`src/rtl/pid_backcalc_antiwindup_unit_defines.svh`:
```
// ----------------------------------------------------------------------------
// PID unit assertion macros
// Assertion helpers for the PID unit; they expand to nothing in synthesis.
// ----------------------------------------------------------------------------
`ifndef PID_BACKCALC_ANTIWINDUP_UNIT_DEFINES_SVH
`define PID_BACKCALC_ANTIWINDUP_UNIT_DEFINES_SVH

`ifndef SYNTHESIS
`define PBAW_ASSERT_IMPLY(name, clk, rst, pre, post) \
   name: assert property (@(posedge clk) disable iff (rst) (pre) |-> (post)) \
      else $error("PID unit: same-cycle check failed");
`define PBAW_ASSERT_NEXT(name, clk, rst, pre, post) \
   name: assert property (@(posedge clk) disable iff (rst) (pre) |=> (post)) \
      else $error("PID unit: next-cycle check failed");
`else
`define PBAW_ASSERT_IMPLY(name, clk, rst, pre, post)
`define PBAW_ASSERT_NEXT(name, clk, rst, pre, post)
`endif

`endif

```
`src/rtl/pbaw_pkg.sv`:
```
// ----------------------------------------------------------------------------
// PID unit package
// Types, codes, the microcode table and the saturation helper of the PID unit.
// ----------------------------------------------------------------------------
package pbaw_pkg;

   localparam int DIV_WIDTH  = 64;
   localparam int DIV_STEPS  = DIV_WIDTH / 2;
   localparam int DIV_CNT_W  = $clog2(DIV_STEPS);
   localparam int GAIN_WIDTH = 16;

   localparam logic [2:0] CSR_OUT_MIN = 3'd0;
   localparam logic [2:0] CSR_OUT_MAX = 3'd1;
   localparam logic [2:0] CSR_GAIN_P  = 3'd2;
   localparam logic [2:0] CSR_GAIN_I  = 3'd3;
   localparam logic [2:0] CSR_GAIN_D  = 3'd4;

   localparam logic [1:0] SAT_NONE = 2'd0;
   localparam logic [1:0] SAT_MAX  = 2'd1;
   localparam logic [1:0] SAT_MIN  = 2'd2;

   localparam logic [3:0] STEP_INTEG   = 4'd0;
   localparam logic [3:0] STEP_DIVWAIT = 4'd7;
   localparam logic [3:0] STEP_APPLY   = 4'd8;
   localparam logic [3:0] STEP_FINISH  = 4'd9;
   localparam logic [3:0] STEP_CLEAR   = 4'd10;

   localparam logic signed [47:0] INT48_MAX = {1'b0, {47{1'b1}}};
   localparam logic signed [47:0] INT48_MIN = {1'b1, {47{1'b0}}};

   typedef enum logic [2:0] {
      OP_NONE, OP_INTEG, OP_CLAMP, OP_APPLY, OP_FINISH, OP_CLEAR
   } op_type;

   typedef enum logic [1:0] {GSEL_P, GSEL_I, GSEL_D} gain_sel_type;

   typedef enum logic [1:0] {BSEL_ERR, BSEL_DERIV, BSEL_ILO, BSEL_IHI} opb_sel_type;

   typedef enum logic [2:0] {
      ACC_HOLD, ACC_CLEAR, ACC_ADD0, ACC_ADD8, ACC_ADD24
   } acc_op_type;

   typedef enum logic [2:0] {
      SEQ_NEXT, SEQ_BRANCH, SEQ_WAIT_DIV, SEQ_WAIT_OUT, SEQ_END
   } seq_type;

   typedef struct packed {
      op_type       op;
      gain_sel_type gsel;
      opb_sel_type  bsel;
      acc_op_type   acc;
      seq_type      seq;
      logic [3:0]   target;
   } ctrl_word_type;

   typedef struct packed {
      logic                 start;
      logic [DIV_WIDTH-1:0] dividend;
      logic [14:0]          divisor;
   } div_req_type;

   function automatic ctrl_word_type ucode_rom(input logic [3:0] step);
      ctrl_word_type cw;
      cw = '{op: OP_NONE, gsel: GSEL_P, bsel: BSEL_ERR, acc: ACC_HOLD,
             seq: SEQ_NEXT, target: STEP_INTEG};
      unique case (step)
         4'd0: cw.op = OP_INTEG;
         4'd1: begin
            cw.gsel = GSEL_P;
            cw.bsel = BSEL_ERR;
            cw.acc  = ACC_CLEAR;
         end
         4'd2: begin
            cw.gsel = GSEL_D;
            cw.bsel = BSEL_DERIV;
            cw.acc  = ACC_ADD8;
         end
         4'd3: begin
            cw.gsel = GSEL_I;
            cw.bsel = BSEL_ILO;
            cw.acc  = ACC_ADD8;
         end
         4'd4: begin
            cw.gsel = GSEL_I;
            cw.bsel = BSEL_IHI;
            cw.acc  = ACC_ADD0;
         end
         4'd5: cw.acc = ACC_ADD24;
         4'd6: begin
            cw.op     = OP_CLAMP;
            cw.seq    = SEQ_BRANCH;
            cw.target = STEP_FINISH;
         end
         4'd7: cw.seq = SEQ_WAIT_DIV;
         4'd8: cw.op = OP_APPLY;
         4'd9: begin
            cw.op  = OP_FINISH;
            cw.seq = SEQ_WAIT_OUT;
         end
         4'd10: begin
            cw.op  = OP_CLEAR;
            cw.seq = SEQ_END;
         end
         default: cw.seq = SEQ_END;
      endcase
      return cw;
   endfunction

   function automatic logic signed [47:0] sat48(input logic signed [65:0] v);
      logic signed [47:0] r;
      if (v > 66'(INT48_MAX)) begin
         r = INT48_MAX;
      end else if (v < 66'(INT48_MIN)) begin
         r = INT48_MIN;
      end else begin
         r = v[47:0];
      end
      return r;
   endfunction

endpackage

```
`src/rtl/pbaw_div.sv`:
```
// ----------------------------------------------------------------------------
// PID unit serial divider
// Unsigned restoring divider, two quotient bits per cycle.
// ----------------------------------------------------------------------------
module pbaw_div (
   input  logic                              clock,
   input  logic                              reset,
   input  pbaw_pkg::div_req_type             req,
   output logic                              busy,
   output logic [pbaw_pkg::DIV_WIDTH-1:0]    quotient
);
   import pbaw_pkg::*;

   logic                  busy_ff, busy_in;
   logic [DIV_CNT_W-1:0]  cnt_ff, cnt_in;
   logic [DIV_WIDTH-1:0]  num_ff, num_in;
   logic [14:0]           rem_ff, rem_in;
   logic [14:0]           div_ff, div_in;
   logic [15:0]           r_a, r_b;
   logic                  ge_a, ge_b;
   logic [14:0]           rem_a;

   always_comb begin
      r_a   = {rem_ff, num_ff[DIV_WIDTH-1]};
      ge_a  = r_a >= {1'b0, div_ff};
      rem_a = ge_a ? 15'(r_a - {1'b0, div_ff}) : r_a[14:0];
      r_b   = {rem_a, num_ff[DIV_WIDTH-2]};
      ge_b  = r_b >= {1'b0, div_ff};

      busy_in = busy_ff;
      cnt_in  = cnt_ff;
      num_in  = num_ff;
      rem_in  = rem_ff;
      div_in  = div_ff;
      if (req.start) begin
         busy_in = 1'b1;
         cnt_in  = DIV_CNT_W'(DIV_STEPS - 1);
         num_in  = req.dividend;
         rem_in  = '0;
         div_in  = req.divisor;
      end else if (busy_ff) begin
         num_in = {num_ff[DIV_WIDTH-3:0], ge_a, ge_b};
         rem_in = ge_b ? 15'(r_b - {1'b0, div_ff}) : r_b[14:0];
         if (cnt_ff == '0) begin
            busy_in = 1'b0;
         end else begin
            cnt_in = cnt_ff - 1'b1;
         end
      end
   end

   always_ff @(posedge clock) begin
      if (reset) begin
         busy_ff <= 1'b0;
         cnt_ff  <= '0;
      end else begin
         busy_ff <= busy_in;
         cnt_ff  <= cnt_in;
      end
      num_ff <= num_in;
      rem_ff <= rem_in;
      div_ff <= div_in;
   end

   assign busy     = busy_ff;
   assign quotient = num_ff;

endmodule

```
`src/rtl/pid_backcalc_antiwindup_unit.sv`:
```
// ----------------------------------------------------------------------------
// PID controller with back-calculation anti-windup
// Microcoded fixed-point PID step with clamped output and integral correction.
// ----------------------------------------------------------------------------
// Channel   Direction  Handshake                Contents
// req       in         req_tvalid/req_tready    setpoint, measurement, command
// rsp       out        rsp_tvalid/rsp_tready    drive, saturation code
// csr       in         csr_we                   register writes, no read-back
//
// A compute item uses the serial divider (two bits a cycle over 64 bits)
// only when the output clamps with a positive integral gain. A clear item
// gives no result. One item is in work at a time; a result waits in the
// output register while the next item is taken, and a full output register
// holds the last step. Reset is synchronous and clears the state and the
// registers to their defaults.
// ----------------------------------------------------------------------------
`include "pid_backcalc_antiwindup_unit_defines.svh"

module pid_backcalc_antiwindup_unit (
   input  logic        clock,
   input  logic        reset,
   input  logic        req_tvalid,
   output logic        req_tready,
   input  logic [31:0] req_tdata,   // target [15:0], measured [31:16]
   input  logic        req_tuser,   // command (0 compute, 1 clear)
   output logic        rsp_tvalid,
   input  logic        rsp_tready,
   output logic [23:0] rsp_tdata,   // drive [15:0], saturated [17:16], zero [23:18]
   input  logic        csr_we,
   input  logic [2:0]  csr_index,
   input  logic [15:0] csr_wdata
);
   import pbaw_pkg::*;

   logic signed [15:0] out_min_ff, out_min_in, out_max_ff, out_max_in;
   logic signed [15:0] gain_p_ff, gain_p_in, gain_i_ff, gain_i_in, gain_d_ff, gain_d_in;
   logic               busy_ff, busy_in;
   logic [3:0]         pc_ff, pc_in;
   logic signed [16:0] e_ff, e_in, last_err_ff, last_err_in;
   logic               tgt_zero_ff, tgt_zero_in;
   logic signed [17:0] d_ff, d_in;
   logic signed [47:0] integ_ff, integ_in;
   logic signed [41:0] prod_ff, prod_in;
   logic signed [65:0] acc_ff, acc_in;
   logic               neg_ff, neg_in;
   logic [15:0]        drive_ff, drive_in;
   logic [1:0]         sat_ff, sat_in;
   logic               rsp_valid_ff, rsp_valid_in;
   logic [15:0]        rsp_drive_ff, rsp_drive_in;
   logic [1:0]         rsp_sat_ff, rsp_sat_in;

   ctrl_word_type      cw;
   logic               accept, can_emit, gt, lt, backcalc;
   logic signed [16:0] mul_a;
   logic signed [24:0] mul_b;
   logic signed [65:0] hi_lim, lo_lim, diff, mag, qs;
   logic [15:0]        trunc;
   div_req_type        div_req;
   logic               div_busy;
   logic [DIV_WIDTH-1:0] div_q;

   pbaw_div u_div (
      .clock    (clock),
      .reset    (reset),
      .req      (div_req),
      .busy     (div_busy),
      .quotient (div_q)
   );

   assign req_tready = !busy_ff;
   assign accept     = req_tvalid && !busy_ff;
   assign cw         = ucode_rom(pc_ff);
   assign can_emit   = !rsp_valid_ff || rsp_tready;

   always_comb begin
      out_min_in = out_min_ff;
      out_max_in = out_max_ff;
      gain_p_in  = gain_p_ff;
      gain_i_in  = gain_i_ff;
      gain_d_in  = gain_d_ff;
      if (csr_we) begin
         unique case (csr_index)
            CSR_OUT_MIN: out_min_in = csr_wdata;
            CSR_OUT_MAX: out_max_in = csr_wdata;
            CSR_GAIN_P:  gain_p_in  = csr_wdata;
            CSR_GAIN_I:  gain_i_in  = csr_wdata;
            CSR_GAIN_D:  gain_d_in  = csr_wdata;
            default: ;
         endcase
      end
   end

   always_comb begin
      case (cw.gsel)
         GSEL_P:  mul_a = 17'(gain_p_ff);
         GSEL_I:  mul_a = 17'(gain_i_ff);
         GSEL_D:  mul_a = 17'(gain_d_ff);
         default: mul_a = 17'(gain_p_ff);
      endcase
      case (cw.bsel)
         BSEL_ERR:   mul_b = 25'(e_ff);
         BSEL_DERIV: mul_b = 25'(d_ff);
         BSEL_ILO:   mul_b = $signed({1'b0, integ_ff[23:0]});
         BSEL_IHI:   mul_b = 25'($signed(integ_ff[47:24]));
         default:    mul_b = 25'(e_ff);
      endcase
      prod_in = 42'(mul_a) * 42'(mul_b);
   end

   always_comb begin
      hi_lim   = 66'(out_max_ff) <<< 16;
      lo_lim   = 66'(out_min_ff) <<< 16;
      gt       = acc_ff > hi_lim;
      lt       = acc_ff < lo_lim;
      backcalc = (gt || lt) && (gain_i_ff > 16'sd0);
      diff     = acc_ff - (gt ? hi_lim : lo_lim);
      mag      = diff[65] ? -diff : diff;
      trunc    = acc_ff[31:16] + 16'(acc_ff[65] && (acc_ff[15:0] != 16'd0));
      qs       = neg_ff ? -$signed({2'b00, div_q}) : $signed({2'b00, div_q});

      div_req.start    = busy_ff && (cw.op == OP_CLAMP) && backcalc;
      div_req.dividend = mag[DIV_WIDTH-1:0];
      div_req.divisor  = gain_i_ff[14:0];
   end

   always_comb begin
      busy_in      = busy_ff;
      pc_in        = pc_ff;
      e_in         = e_ff;
      tgt_zero_in  = tgt_zero_ff;
      d_in         = d_ff;
      last_err_in  = last_err_ff;
      integ_in     = integ_ff;
      acc_in       = acc_ff;
      neg_in       = neg_ff;
      drive_in     = drive_ff;
      sat_in       = sat_ff;
      rsp_valid_in = rsp_valid_ff && !rsp_tready;
      rsp_drive_in = rsp_drive_ff;
      rsp_sat_in   = rsp_sat_ff;

      if (accept) begin
         busy_in     = 1'b1;
         pc_in       = req_tuser ? STEP_CLEAR : STEP_INTEG;
         e_in        = 17'($signed(req_tdata[15:0])) - 17'($signed(req_tdata[31:16]));
         tgt_zero_in = (req_tdata[15:0] == 16'd0) && (req_tdata[31:16] == 16'd0);
      end else if (busy_ff) begin
         case (cw.acc)
            ACC_CLEAR: acc_in = '0;
            ACC_ADD0:  acc_in = acc_ff + 66'(prod_ff);
            ACC_ADD8:  acc_in = acc_ff + (66'(prod_ff) <<< 8);
            ACC_ADD24: acc_in = acc_ff + (66'(prod_ff) <<< 24);
            default:   acc_in = acc_ff;
         endcase

         case (cw.op)
            OP_INTEG: begin
               d_in     = 18'(e_ff) - 18'(last_err_ff);
               integ_in = sat48(66'(integ_ff) + (66'(e_ff) <<< 8));
            end
            OP_CLAMP: begin
               neg_in = diff[65];
               if (gt) begin
                  drive_in = out_max_ff;
                  sat_in   = SAT_MAX;
               end else if (lt) begin
                  drive_in = out_min_ff;
                  sat_in   = SAT_MIN;
               end else begin
                  drive_in = trunc;
                  sat_in   = SAT_NONE;
               end
            end
            OP_APPLY: integ_in = sat48(66'(integ_ff) - qs);
            OP_FINISH: begin
               if (can_emit) begin
                  rsp_valid_in = 1'b1;
                  rsp_drive_in = drive_ff;
                  rsp_sat_in   = sat_ff;
                  last_err_in  = e_ff;
                  if (tgt_zero_ff) begin
                     integ_in = '0;
                     d_in     = '0;
                  end
               end
            end
            OP_CLEAR: begin
               integ_in    = '0;
               last_err_in = '0;
               d_in        = '0;
            end
            default: ;
         endcase

         case (cw.seq)
            SEQ_NEXT:     pc_in = pc_ff + 1'b1;
            SEQ_BRANCH:   pc_in = backcalc ? pc_ff + 1'b1 : cw.target;
            SEQ_WAIT_DIV: pc_in = div_busy ? pc_ff : pc_ff + 1'b1;
            SEQ_WAIT_OUT: busy_in = !can_emit;
            default:      busy_in = 1'b0;
         endcase
      end
   end

   always_ff @(posedge clock) begin
      if (reset) begin
         out_min_ff   <= 16'sh8000;
         out_max_ff   <= 16'sh7FFF;
         gain_p_ff    <= '0;
         gain_i_ff    <= '0;
         gain_d_ff    <= '0;
         busy_ff      <= 1'b0;
         pc_ff        <= STEP_INTEG;
         last_err_ff  <= '0;
         integ_ff     <= '0;
         d_ff         <= '0;
         rsp_valid_ff <= 1'b0;
      end else begin
         out_min_ff   <= out_min_in;
         out_max_ff   <= out_max_in;
         gain_p_ff    <= gain_p_in;
         gain_i_ff    <= gain_i_in;
         gain_d_ff    <= gain_d_in;
         busy_ff      <= busy_in;
         pc_ff        <= pc_in;
         last_err_ff  <= last_err_in;
         integ_ff     <= integ_in;
         d_ff         <= d_in;
         rsp_valid_ff <= rsp_valid_in;
      end
      e_ff         <= e_in;
      tgt_zero_ff  <= tgt_zero_in;
      prod_ff      <= prod_in;
      acc_ff       <= acc_in;
      neg_ff       <= neg_in;
      drive_ff     <= drive_in;
      sat_ff       <= sat_in;
      rsp_drive_ff <= rsp_drive_in;
      rsp_sat_ff   <= rsp_sat_in;
   end

   assign rsp_tvalid = rsp_valid_ff;
   assign rsp_tdata  = {6'd0, rsp_sat_ff, rsp_drive_ff};

   // The divider runs only while the sequencer waits for it.
   `PBAW_ASSERT_IMPLY(a_div_in_wait, clock, reset, div_busy, busy_ff && (pc_ff == STEP_DIVWAIT))
   // The integral correction only follows a clamped output.
   `PBAW_ASSERT_IMPLY(a_apply_clamped, clock, reset, busy_ff && (pc_ff == STEP_APPLY), sat_ff != SAT_NONE)
   // A clear item produces no result.
   `PBAW_ASSERT_NEXT(a_clear_silent, clock, reset, accept && req_tuser && !rsp_valid_ff, !rsp_valid_ff)

endmodule

```
`config.mk`:
```
export PLATFORM = sky130hd
export DESIGN_NAME = pid_backcalc_antiwindup_unit
export DESIGN_NICKNAME = d
export VERILOG_FILES = /design/src/rtl/pbaw_pkg.sv /design/src/rtl/pbaw_div.sv /design/src/rtl/pid_backcalc_antiwindup_unit.sv
export VERILOG_INCLUDE_DIRS = /design/src /design/src/rtl
export SDC_FILE = /design/constraint.sdc
export NUM_CORES = 2
export LEC_CHECK = 0
export BUFFER_PORTS_ARGS = -buffer_cell sky130_fd_sc_hd__buf_2
export CAP_MARGIN = 20
export CORE_UTILIZATION = 50
export CTS_CLUSTER_DIAMETER = 40
export DETAILED_ROUTE_END_ITERATION = 8
export PLACE_DENSITY = 0.66
export RECOVER_POWER = 25
export SLEW_MARGIN = 5
export SYNTH_ARGS = -nofsm -noshare
export SYNTH_HDL_FRONTEND = slang
export SYNTH_SLANG_ARGS = --single-unit
```
`constraint.sdc`:
```
create_clock -name clock -period 13.3 [get_ports clock]
set_clock_uncertainty 0.2 [all_clocks]
set_input_delay 0.665 -clock clock [delete_from_list [all_inputs] [get_ports clock]]
set_output_delay 0.665 -clock clock [all_outputs]
set_load 0.01 [all_outputs]
```
==> flow_metrics.py <==
metrics = {
    "power": {
        "p_int_mw": 4.254,
        "p_per_area_nw_per_um2": 119.6,
        "pwr-share-seq_pct": 23.3,
        "vdd_drop_max_mv": 0.1028,
        "switching_share_pct": 43.39,
        "total_leakage_power_nw": 28.10,
        "p_total_mw": 7.515,
        "p_switching_mw": 3.261,
        "comb_power_share_pct": 45.7,
        "clkPwrFrac_pct": 31.0,
    },
    "timing": {
        "fin_ws_ns": 2.978,
        "hold_viol": 0,
        "fin_crit_ns": 10.32,
        "finalSetupViolCount": 0,
        "fmax_mhz": 96.88,
        "setup_tns_ns": 0,
        "max_slew_margin_pct": -126.7,
        "drv_slew": 219,
        "fin_crit_sh_pct": 77.61,
        "rsz0062_at_grt": "no",
        "worst_pin_slew_ns": 3.401,
    },
    "finish": {
        "final_common_cell": "nand2_1",
        "drive_above_1_share_pct": 5.275,
        "utilization_pct": 54.81,
        "stdcell_area_sq_um": 62840,
        "final_cell_mix": "860 x nand2_1, 666 x inv_1, 577 x ha_1",
        "area_growth_pct": 8.494,
        "fin_nets": 8150,
    },
    "detailed_routing": {
        "dr_total_vias": 53900,
        "firstDrtPassIters": 9,
        "drt-initial-drc-count": 5076,
        "wire_per_inst_microns": 22.62,
        "routed_wl_microns": 196500,
        "drc": 24,
        "ant_nets": 0,
        "vias_per_cell": 6.204,
    },
    "critical_path": {
        "regToRegSetupSlack_ns": 2.98,
        "critPathArrivalTime_ns": 10.70,
        "reg2reg_to": "prod_ff[41]",
        "crit_type": "reg2reg",
        "cp-start-kind": "register",
        "cp-endpoint": "prod_ff[41]",
        "required_ns": 13.67,
        "crit_path_end_kind": "register",
        "startpoint": "pc_ff[0]",
        "crit_path_top_delay_cell": "o41ai_1",
        "cp_top_family": "adder cells",
        "slowest_delay_ns": 0.73,
        "crit_fanout": 36,
        "cp.depth": 32,
        "reg2regPathDepth": 32,
        "timing.rr.start": "pc_ff[0]",
        "path_buf_inv": 7,
    },
    "synth": {
        "seq_area_frac_synth_pct": 18.39,
        "syn_area_per_cell_sq_um": 8.098,
        "synth_area_sq_um": 57920,
        "ys.flop_type": "dfxtp_1",
        "ys_ff_latch": 432,
        "yosysWarnings": 0,
        "async_reset_ff_share_pct": 0,
        "synthCells": 7152,
        "synthDistinctLibCells": 103,
        "synth_edf_count": 200,
    },
    "outcome": {
        "violations": "design-rule violations, max-capacitance violations, max-slew violations",
        "status": "finished with violations",
    },
    "clock_tree": {
        "cts_tree": "done",
        "postCtsResizedCells": 0,
        "clock_latency_ns": 0.70,
        "clkTransAtPathRegs_ns": 0.06,
        "root_buffer": "clkbuf_16",
        "cts_hold_buf": 0,
        "cts_sinks": 432,
        "clockBufferDepth": 3,
        "tritoncts.num_buffers": 88,
        "h-tree-depth": 3,
        "cts_setup_buffers": 0,
    },
    "floorplan": {
        "core_area_sq_um": 114700,
        "die_w_microns": 342.4,
        "die_height_microns": 342.4,
        "num_rows": 124,
        "pin_count": 83,
        "dieArea_sq_um": 117200,
        "start_util_pct": 50.52,
    },
    "place": {
        "dp_hpwl_microns": 156100,
        "dpl_cell_area_sq_um": 59670,
        "io_buffer_count": 76,
        "gp_congestion": 1.007,
        "place_ws_ns": 3.021,
    },
    "grt": {
        "grt_pass1_vias": 52050,
        "grt_overflow": 0,
        "track_usage_pct": 33.37,
        "grt_max_degree": 72,
        "antenna_found_initial": 27,
        "grt_pass1_wl_microns": 302400,
    },
    "worst_hold_path": {
        "hold_class": "in2reg",
    },
    "run": {
        "timing.max_cap.violations": 4,
    },
}
worst min path at each step:
stage,cells after the start,to,from,slack (ns)
final,3,gain_i_ff[5],csr_wdata[5],0.07
after global routing,3,gain_d_ff[8],csr_wdata[8],0.08
after CTS,3,gain_i_ff[5],csr_wdata[5],0.05
after detailed placement,0,rsp_sat_ff[0],sat_ff[0],0.21
after global placement,0,rsp_drive_ff[12],drive_ff[12],0.20
after floorplan,0,rsp_drive_ff[0],drive_ff[0],0.20
layout make-up:
cell class	instances	area (sq um)
repair buffers	147	910.9
multi-input cells	5753	43720
fillers	10580	51820
clock inverters	65	785.8
clock buffers	101	2344
well taps	1512	1892
inverters	668	2507
flip-flops and latches	432	10650
diodes	10	25.02
synth_stat cells (all sizes together), types with 70 or more instances:
master  instances  area share, %
nor3          114            1.0
a31oi          99            1.1
edfxtp        200             10
a21o          229            3.0
ha            577             12
a21oi         501            4.3
nand2         860            5.6
xor2          197            3.0
xnor2         221            3.3
o21a           86            1.1
nand3         147            1.3
dfxtp         232            8.0
nand4         104            1.1
nor2b          74           0.80
clkbuf        268            1.7
fa            426             15
o21ai         469            4.1
nor2          553            3.6
o211ai         83            1.1
inv           667            4.3
a211oi         70           0.94
per-stage QoR:
stage,hold slack [ns],cells
2_1_floorplan,0.2003,7157
4_1_cts,0.04625,8676
6_report,0.07314,8688
5_1_grt,0.07684,8679
3_5_place_dp,0.2052,8510
3_3_place_gp,0.2009,8510
registers in the layout, summed over array words and instances (netlist names), 4 cells and up:
| register | flops |
|---|---|
| u_div.rem_ff | 15 |
| gain_p_ff | 16 |
| acc_ff | 66 |
| rsp_drive_ff | 16 |
| last_err_ff | 17 |
| drive_ff | 16 |
| integ_ff | 48 |
| u_div.div_ff | 15 |
| u_div.quotient | 64 |
| gain_i_ff | 16 |
| d_ff | 18 |
| out_max_ff | 16 |
| pc_ff | 4 |
| out_min_ff | 16 |
| gain_d_ff | 16 |
| u_div.cnt_ff | 5 |
| prod_ff | 42 |
| e_ff | 17 |
cell families after synthesis:
| group | count (synthesis) | share of synthesized area [%] |
|---|---|---|
| AND/OR/NAND/NOR | 2267 | 18.34 |
| AO/OA/AOI/OAI | 2005 | 22.28 |
| adder cells (fa/ha/maj) | 1003 | 27.19 |
| buffers and inverters | 972 | 6.386 |
| flip-flops | 432 | 18.39 |
| XOR/XNOR | 418 | 6.321 |
| multiplexers | 54 | 1.084 |
| other | 1 | 0.006475 |
worst register-to-register path, delay by kind of cell, from the launching register on:
family,cells,cell delay [ns]
adder cells (fa/ha/maj),9,4.29
AO/OA/AOI/OAI,11,3.56
buffers and inverters,7,0.98
AND/OR/NAND/NOR,4,0.77
flip-flops,1,0.35
XOR/XNOR,1,0.10
power by group through the flow:
stage	registers (mW)	logic (mW)	clock network [mW]
6_report	1.75	3.44	2.33
5_1_grt	1.74	3.79	2.41
4_1_cts	1.73	3.38	2.35
3_5_place_dp	1.76	3.35	0
3_3_place_gp	1.76	3.31	0
2_1_floorplan	1.61	2.54	0
layer usage:
metal,share of wire [%],global-route usage (%),up-vias
met1,41,44.13,25950
met3,9.8,7.867,456
met4,4.4,13.63,32
li1,-,-,25260
met2,44,52.18,2199
met5,0.16,0.8170,-
(Power assumes the default switching activity.)
